==> config.mk <==
export PLATFORM = sky130hd
export DESIGN_NAME = sorted_priority_queue
export DESIGN_NICKNAME = d
export VERILOG_FILES = /design/src/rtl/spq_pkg.sv /design/src/rtl/spq_ctrl.sv /design/src/rtl/spq_datapath.sv /design/src/rtl/sorted_priority_queue.sv
export SDC_FILE = /design/constraint.sdc
export NUM_CORES = 2
export LEC_CHECK = 0
export BUFFER_PORTS_ARGS = -buffer_cell sky130_fd_sc_hd__buf_2
export CORE_ASPECT_RATIO = 0.8
export CORE_MARGIN = 1.5
export CORE_UTILIZATION = 45
export DETAILED_ROUTE_END_ITERATION = 16
export PLACE_DENSITY_LB_ADDON = 0.2
export SYNTH_ARGS = -nofsm -noshare
export SYNTH_HDL_FRONTEND = slang
export SYNTH_SLANG_ARGS = --single-unit
==> constraint.sdc <==
create_clock -name i_clk -period 8.1 [get_ports i_clk]
set_clock_uncertainty 0.2 [all_clocks]
set_input_delay 0.81 -clock i_clk [delete_from_list [all_inputs] [get_ports i_clk]]
set_output_delay 0.81 -clock i_clk [all_outputs]
set_load 0.01 [all_outputs]
==> src/rtl/spq_pkg.sv <==
// Shared constants and types for the sorted priority queue.
package spq_pkg;

    localparam int DEPTH      = 16;
    localparam int VALUE_BITS = 32;
    localparam int FRONT_BITS = 32;
    localparam int CNT_W      = $clog2(DEPTH + 1);
    localparam int IN_W       = ((VALUE_BITS + 7) / 8) * 8;
    localparam int OUT_W      = ((FRONT_BITS + CNT_W + 2 + 7) / 8) * 8;

    localparam logic CMD_INSERT = 1'b0;
    localparam logic CMD_REMOVE = 1'b1;

    typedef struct packed {
        logic capture;
        logic execute;
    } t_dp_cmd;

endpackage

==> src/rtl/spq_ctrl.sv <==
// Handshake controller for the sorted priority queue.
module spq_ctrl
    import spq_pkg::*;
(
    input  logic    i_clk,
    input  logic    i_rst_n,
    input  logic    i_s_tvalid,
    output logic    o_s_tready,
    output logic    o_m_tvalid,
    input  logic    i_m_tready,
    output t_dp_cmd o_cmd
);

    localparam logic S_IDLE = 1'b0;
    localparam logic S_EXEC = 1'b1;

    logic r_state, n_state;
    logic r_out_valid, n_out_valid;
    logic w_accept;

    assign o_s_tready = (r_state == S_IDLE) && (!r_out_valid || i_m_tready);
    assign w_accept   = i_s_tvalid && o_s_tready;
    assign o_m_tvalid = r_out_valid;

    always_comb begin
        n_state       = r_state;
        n_out_valid   = r_out_valid;
        o_cmd.capture = 1'b0;
        o_cmd.execute = 1'b0;
        if (r_out_valid && i_m_tready) begin
            n_out_valid = 1'b0;
        end
        unique case (r_state)
            S_IDLE: begin
                if (w_accept) begin
                    o_cmd.capture = 1'b1;
                    n_state       = S_EXEC;
                end
            end
            S_EXEC: begin
                o_cmd.execute = 1'b1;
                n_out_valid   = 1'b1;
                n_state       = S_IDLE;
            end
            default: n_state = S_IDLE;
        endcase
    end

    always_ff @(posedge i_clk) begin
        if (!i_rst_n) begin
            r_state     <= S_IDLE;
            r_out_valid <= 1'b0;
        end else begin
            r_state     <= n_state;
            r_out_valid <= n_out_valid;
        end
    end

endmodule

==> src/rtl/spq_datapath.sv <==
// Sorted shift row of entries with compare cells and the result register.
module spq_datapath
    import spq_pkg::*;
(
    input  logic                  i_clk,
    input  logic                  i_rst_n,
    input  t_dp_cmd               i_cmd,
    input  logic                  i_command,
    input  logic [VALUE_BITS-1:0] i_value,
    output logic [FRONT_BITS-1:0] o_front_value,
    output logic [CNT_W-1:0]      o_entry_count,
    output logic                  o_is_empty,
    output logic                  o_error
);

    logic                  r_command;
    logic [VALUE_BITS-1:0] r_value;
    logic [VALUE_BITS-1:0] r_entries [DEPTH];
    logic [VALUE_BITS-1:0] n_entries [DEPTH];
    logic [CNT_W-1:0]      r_count, n_count;
    logic                  n_error;
    logic [DEPTH-1:0]      w_lt;

    logic [FRONT_BITS-1:0] r_front;
    logic [CNT_W-1:0]      r_cnt_out;
    logic                  r_empty;
    logic                  r_error;

    always_comb begin
        for (int i = 0; i < DEPTH; i++) begin
            w_lt[i] = (CNT_W'(i) < r_count) &&
                      ($signed(r_entries[i]) < $signed(r_value));
        end
    end

    always_comb begin
        for (int i = 0; i < DEPTH; i++) begin
            n_entries[i] = r_entries[i];
        end
        n_count = r_count;
        n_error = 1'b0;
        if (r_command == CMD_INSERT) begin
            if (r_count == CNT_W'(DEPTH)) begin
                n_error = 1'b1;
            end else begin
                if (!w_lt[0]) begin
                    n_entries[0] = r_value;
                end
                for (int i = 1; i < DEPTH; i++) begin
                    if (!w_lt[i]) begin
                        if (w_lt[i-1]) begin
                            n_entries[i] = r_value;
                        end else begin
                            n_entries[i] = r_entries[i-1];
                        end
                    end
                end
                n_count = r_count + CNT_W'(1);
            end
        end else begin
            if (r_count == '0) begin
                n_error = 1'b1;
            end else begin
                for (int i = 0; i < DEPTH - 1; i++) begin
                    n_entries[i] = r_entries[i+1];
                end
                n_count = r_count - CNT_W'(1);
            end
        end
    end

    always_ff @(posedge i_clk) begin
        if (!i_rst_n) begin
            r_count <= '0;
        end else if (i_cmd.execute) begin
            r_count <= n_count;
        end
    end

    always_ff @(posedge i_clk) begin
        if (i_cmd.capture) begin
            r_command <= i_command;
            r_value   <= i_value;
        end
        if (i_cmd.execute) begin
            for (int i = 0; i < DEPTH; i++) begin
                r_entries[i] <= n_entries[i];
            end
            r_front   <= (n_count == '0) ? '0 : n_entries[0][FRONT_BITS-1:0];
            r_cnt_out <= n_count;
            r_empty   <= (n_count == '0);
            r_error   <= n_error;
        end
    end

    assign o_front_value = r_front;
    assign o_entry_count = r_cnt_out;
    assign o_is_empty    = r_empty;
    assign o_error       = r_error;

endmodule

==> src/rtl/sorted_priority_queue.sv <==
// Top level of the sorted priority queue: controller plus datapath.
//
// Bounded min-priority queue of 16 signed 32-bit keys kept in ascending order.
// Slave channel: one beat per command. tuser is the command (0 insert,
// 1 remove), tdata the key to insert (ignored on remove).
// Master channel: one beat per command with the state after it: front key
// (0 when empty), entry count, empty flag, and an error flag for a remove on
// an empty queue or an insert on a full queue (the key is then dropped).
// Equal keys are served last in, first out.
// The command beat is captured into the datapath; the controller's execute
// state then updates the row and the result register, which drives tvalid.
// No new command is taken before the current one has executed (the
// controller's capture/execute pair); all compare cells shift the row at once.
// The next command is taken while a result waits, as long as the receiver
// takes that result in the same cycle; a stalled receiver holds the result
// and blocks new commands.
// Reset (synchronous, active low) empties the queue and drops any result.
module sorted_priority_queue
    import spq_pkg::*;
(
    input  logic             i_clk,
    input  logic             i_rst_n,
    input  logic             i_s_tvalid,
    output logic             o_s_tready,
    input  logic [IN_W-1:0]  i_s_tdata,  // value
    input  logic             i_s_tuser,  // command
    output logic             o_m_tvalid,
    input  logic             i_m_tready,
    output logic [OUT_W-1:0] o_m_tdata   // front_value, entry_count, is_empty, error, zero pad
);

    t_dp_cmd               w_cmd;
    logic [FRONT_BITS-1:0] w_front;
    logic [CNT_W-1:0]      w_count;
    logic                  w_empty;
    logic                  w_error;

    spq_ctrl u_ctrl (
        .i_clk      (i_clk),
        .i_rst_n    (i_rst_n),
        .i_s_tvalid (i_s_tvalid),
        .o_s_tready (o_s_tready),
        .o_m_tvalid (o_m_tvalid),
        .i_m_tready (i_m_tready),
        .o_cmd      (w_cmd)
    );

    spq_datapath u_dp (
        .i_clk         (i_clk),
        .i_rst_n       (i_rst_n),
        .i_cmd         (w_cmd),
        .i_command     (i_s_tuser),
        .i_value       (i_s_tdata[VALUE_BITS-1:0]),
        .o_front_value (w_front),
        .o_entry_count (w_count),
        .o_is_empty    (w_empty),
        .o_error       (w_error)
    );

    assign o_m_tdata = OUT_W'({w_error, w_empty, w_count, w_front});

endmodule

==> Word-level counts from Yosys, hierarchy flattened <==
Memory sizes are Yosys's and may differ from the RTL's.
Cells that the tools add are included.
W data, S select, Z words.
{ "word_totals": {"inputBits": 37, "mem_bits_ro": 0, "out_inout_bits": 42, "ramBits": 512, "mem_count": 1, "word_cells": 119, "latch_bits": 0, "register_bits": 79} }
{ "memory_table": {"columns": ["name", "depth", "width", "rd", "rd_clocked_by_memory_dff", "write_ports", "line_no", "text"], "rows": [
  ["u_dp.r_entries", 16, 32, 16, 0, 16, "spq_datapath.sv:18", "logic [VALUE_BITS-1:0] r_entries [DEPTH];"]
]} }
{ "classes": {"n_addsub": 2, "muxes": 49, "n_shift": 0, "n_eq_ne": 1, "n_bitwise": 1, "order_cmp": 32, "div_mod_pow": 0, "mul": 0, "n_reduce_logical": 24} }
{ "ops": {"columns": ["operator", "n"], "rows": [
  ["$mux W32", 32],
  ["$mux W480", 2],
  ["$lt A32 B32 Y1", 16],
  ["$mux W512", 1],
  ["$lt A4 B5 Y1 const A", 8],
  ["$lt A3 B5 Y1 const A", 4],
  ["$logic_and A1 B1 Y1", 19],
  ["$mux W5", 3],
  ["$logic_not A5 Y1", 2],
  ["$lt A1 B5 Y1 const A", 2],
  ["$lt A2 B5 Y1 const A", 2],
  ["$mux W1", 10],
  ["$add A5 B1 Y5 const B", 1],
  ["$eq A5 B5 Y1 const B", 1],
  ["$sub A5 B1 Y5 const B", 1],
  ["$pmux W1 S2", 1],
  ["$reduce_bool A2 Y1", 1],
  ["$logic_not A1 Y1", 1],
  ["$logic_or A1 B1 Y1", 1],
  ["$not A1 Y1", 1]
]} }

==> Logic depth before layout (Yosys ltp) <==
An unclocked memory read counts as a cell.
{ "logic_depth": {"word_depth": 7, "mapped_depth": 12, "mapped_depth_nobuf": 10} }

==> Hierarchy <==
A second synthesis with hierarchy kept.
{ "unflattened": {"cells_unflattened": 4438, "hier_area_um2": 43654.4} }
{ "modules_own_cells": {"columns": ["mod", "instances", "cells_per_inst", "area_per_inst_um2"], "rows": [
  ["spq_datapath", 1, 4425, 43524.2],
  ["spq_ctrl", 1, 9, 103.8],
  ["sorted_priority_queue", 1, 4, 26.3]
]} }

==> Worst setup path before layout <==
OpenSTA, ideal clock, no wires.
{ "synth_timing": {"path_type": "flip-flop to flip-flop", "startpoint": "register u_dp.r_value[10] (netlist name)", "endpoint": "memory u_dp.r_entries[2][0] (netlist: u_dp.r_entries[0][64]) (enable)", "n_path_buf": 2, "stages_incl_launch_ff": 13, "arrival_time_ns": 4.246, "path_slack_ns": 3.233, "path_cell_list": "edfxtp_1 -> inv_1 -> ha_1 -> and3_1 -> o311a_1 -> a211oi_1 -> o21ai_0 -> a211oi_1 -> mux2i_1 -> buf_2 -> buf_1 -> nor2_1 -> nor2_1"} }
{ "synth_lines": {"columns": ["item", "line_no"], "rows": [
  ["end: declaration", "spq_datapath.sv:18"]
]} }

==> results.ini <==
[worst_setup_path]
cp.arrival_ps=5330
worstPathRequired_ps=8170
max_stage_delay_ps=650
slowest_stage=mux2_2
worstSetupStartpointType=flop
crit_top_cell=buf_4
critPathKind=reg -> reg
path_cells=inv_1 > buf_4 > ha_1 > nand4_1 > or4_1 > nor4_1 > nor3_1 > o41ai_2 > mux2_2 > or2_1 > buf_4 > o21a_1 > buf_4
rrSetupSlack_ps=2850
cp-end-kind=flop
crit_fanout=33

[drt]
routed_wl_mm=140
drt_iter0_markers=4875
dr.pass1.iters=6
drc_errors=0
vias=34052
wl_per_cell_um=27.1
postRouteAntennaNets=0
routed_via_density=6.59

[finish]
area_growth_pct=10.2
drive_gt1_share_pct=8.68
fin_cells=5168
num-fill-cells=8116
num-nets-final=4446

[grt]
antenna_found_initial=2
grt_pass1_wl_mm=207
gr-total-overflow=0
grt_usage_pct=29.6
grt_pass1_vias=31323
grt_max_degree=223

[die]
die_w_um=339
die_y_um=272
core_um2=89400
initial_core_util_pct=45.5
die_area_um2=92100
std_cell_rows=98
design.portCount=79

[cts]
cts_buffer_depth=3
root_buffer=clkbuf_16
htree_levels=3
cts_tree=built
path_clk_slew_ps=60
cts-resized-gates=0
clock_sinks=591
ctsHoldBuffers=0
cts_setup_buffers=0
clk_latency_ps=640
cts_buffers=71

[synthesis]
ys_seq_area_share_pct=43.5
synth_ff_type=edfxtp_1
synth_edf_count=584
synth.distinct_cells=73
syn_area_um2=40600
yosys_register_bits=591
yosys_warnings=0
synth_nets=4465
synthArstFlopShare_pct=0
synth_area_per_cell_um2=10.3
syn_inst=3929

[sta]
rsz0062_at_grt=no
period_needed_ps=5250
worst_slew_pin_slew_ps=1340
fin_crit_sh_pct=64.9
drv_slew=0
finalSetupTns_ps=0
setup_viol=0
hold_slack_ps=152
hold_viol_final=0
relSlewSlack_pct=9.84
max_freq_mhz=190

[worst_hold_path]
hold_path_class=in -> reg

[pwr]
vdd_drop_max_mv=0.120
p_leak_nw=17.7
powerDensity_nw_per_um2=195

[outcome]
outcome=finished clean

[place]
dp_hpwl_mm=102
port_buffers=77
gp_congestion=0.939
dp_cells=5037

[job]
maxCapViolCount=0

[placed cells by master (no fill, tap or decap), types with 7 or more instances in the layout]
cell       count
edfxtp_1     584
nand2_1      571
ha_1         499
o211ai_1     269
a21oi_1      252
nor2_1       218
mux2i_1      164
a21o_1       155
o21ai_0      121
nand3_1      113
nand4_1      105
a22oi_1       98
a221o_1       98
buf_4         80
buf_2         77
clkbuf_16     73
a211oi_1      58
inv_1         50
a221oi_1      38
mux2_2        33
nor2b_1       24
nand2b_1      23
nor3_1        19
clkinv_1      14
clkbuf_1      14
and4_1        10
clkinv_2      10
and2_1         9
and3_1         9
a2111oi_0      9
o21ai_1        9
bufinv_16      9
a211o_1        8
a31oi_1        8
o21a_1         8
nand3b_1       7
nor2_4         7
o2111ai_1      7
[final cells by class]
cell class	instances	area, um2	share of cell area (%)
diodes	3	7.51	0.0168
clock buffers	90	1920	4.29
clock inverters	38	415	0.928
inverters	51	191	0.428
multi-input cells	3034	22000	49.1
flip-flops and latches	591	17700	39.5
well taps	1200	1500	3.35
repair buffers	161	1070	2.38
[power breakdown]
part,internal [W],switching [W],total [W]
logic,0.000571,0.00105,0.00162
clock network,0.00196,0.00137,0.00333
registers,0.00360,0.000174,0.00377
total,0.00613,0.00259,0.00873
[per-layer routing]
metal  track usage (%)  up-vias  share of wire, %
met4              6.87        0               2.1
met2              38.2     1902                38
met3              6.52      175                12
met1              48.4    16646                48
met5                 0        -                 0
li1                  -    15329                 -
[sequential cells by signal (all words and copies together), names as in the netlist]
name / cells
u_dp.r_entries: 512
u_dp.o_front_value: 32
u_dp.r_value: 32
u_dp.o_entry_count: 5
u_dp.r_count: 5
u_ctrl.o_m_tvalid: 1
u_ctrl.r_state: 1
u_dp.o_error: 1
u_dp.o_is_empty: 1
u_dp.r_command: 1
[worst paths after layout]
check                                  startpoint  cells after the start                endpoint
worst min register to register  u_ctrl.o_m_tvalid                      2       u_ctrl.o_m_tvalid
worst min-delay path                    i_s_tuser                      1          u_dp.r_command
worst max-delay path             u_dp.r_value[12]                     13  u_dp.r_entries[0][225]
worst max register to register   u_dp.r_value[12]                     13  u_dp.r_entries[0][225]
[Yosys cell counts, types with 9 or more instances]
cell type / number / area (um2)
a22oi_1: 98 / 736
and4_1: 10 / 87.6
nand4_1: 105 / 657
a2111oi_0: 9 / 78.8
a211oi_1: 59 / 443
edfxtp_1: 584 / 17500
nand3_1: 113 / 566
a221o_1: 99 / 991
a21o_1: 155 / 1160
nand2_1: 573 / 2150
nor3_1: 20 / 100
buf_1: 22 / 82.6
nor2_1: 228 / 856
inv_1: 50 / 188
a221oi_1: 39 / 342
o21ai_1: 10 / 50.1
a21oi_1: 259 / 1300
and2_1: 10 / 62.6
ha_1: 499 / 6240
mux2_2: 33 / 372
o211ai_1: 269 / 2020
o21ai_0: 121 / 606
buf_2: 51 / 255
clkbuf_1: 166 / 623
nand2b_1: 23 / 144
mux2i_1: 168 / 1680
nor2b_1: 24 / 150
and3_1: 9 / 56.3
o21a_1: 11 / 82.6
[worst max-delay path: cells and delay by family, from the launching register on]
kind / cells / cell delay [ps]
flip-flops: 1 / 590
multiplexers: 1 / 650
AO/OA/AOI/OAI: 2 / 460
adder cells (fa/ha/maj): 1 / 290
AND/OR/NAND/NOR: 5 / 1320
buffers and inverters: 4 / 1340
[kinds of logic after synthesis]
kind of cell | count (synthesis) | synth area share, %
AO/OA/AOI/OAI | 1185 | 20.4
XOR/XNOR | 3 | 0.0647
adder cells (fa/ha/maj) | 499 | 15.4
buffers and inverters | 304 | 3.15
flip-flops | 591 | 43.5
multiplexers | 201 | 5.05
other | 1 | 0.00923
AND/OR/NAND/NOR | 1145 | 12.4
[stage by stage]
stage	utilization [%]	power [W]	area (um2)	setup WS [ps]
3_5_place_dp	47.5	0.00541	42400	2940
3_3_place_gp	47.5	0.00537	42400	3000
2_1_floorplan	-	0.00484	40600	3230
4_1_cts	50.1	0.00873	44800	2910
5_1_grt	50.1	0.00903	44800	2560
6_report	50.1	0.00873	44800	2850
Power figures use the tool's default switching activity.
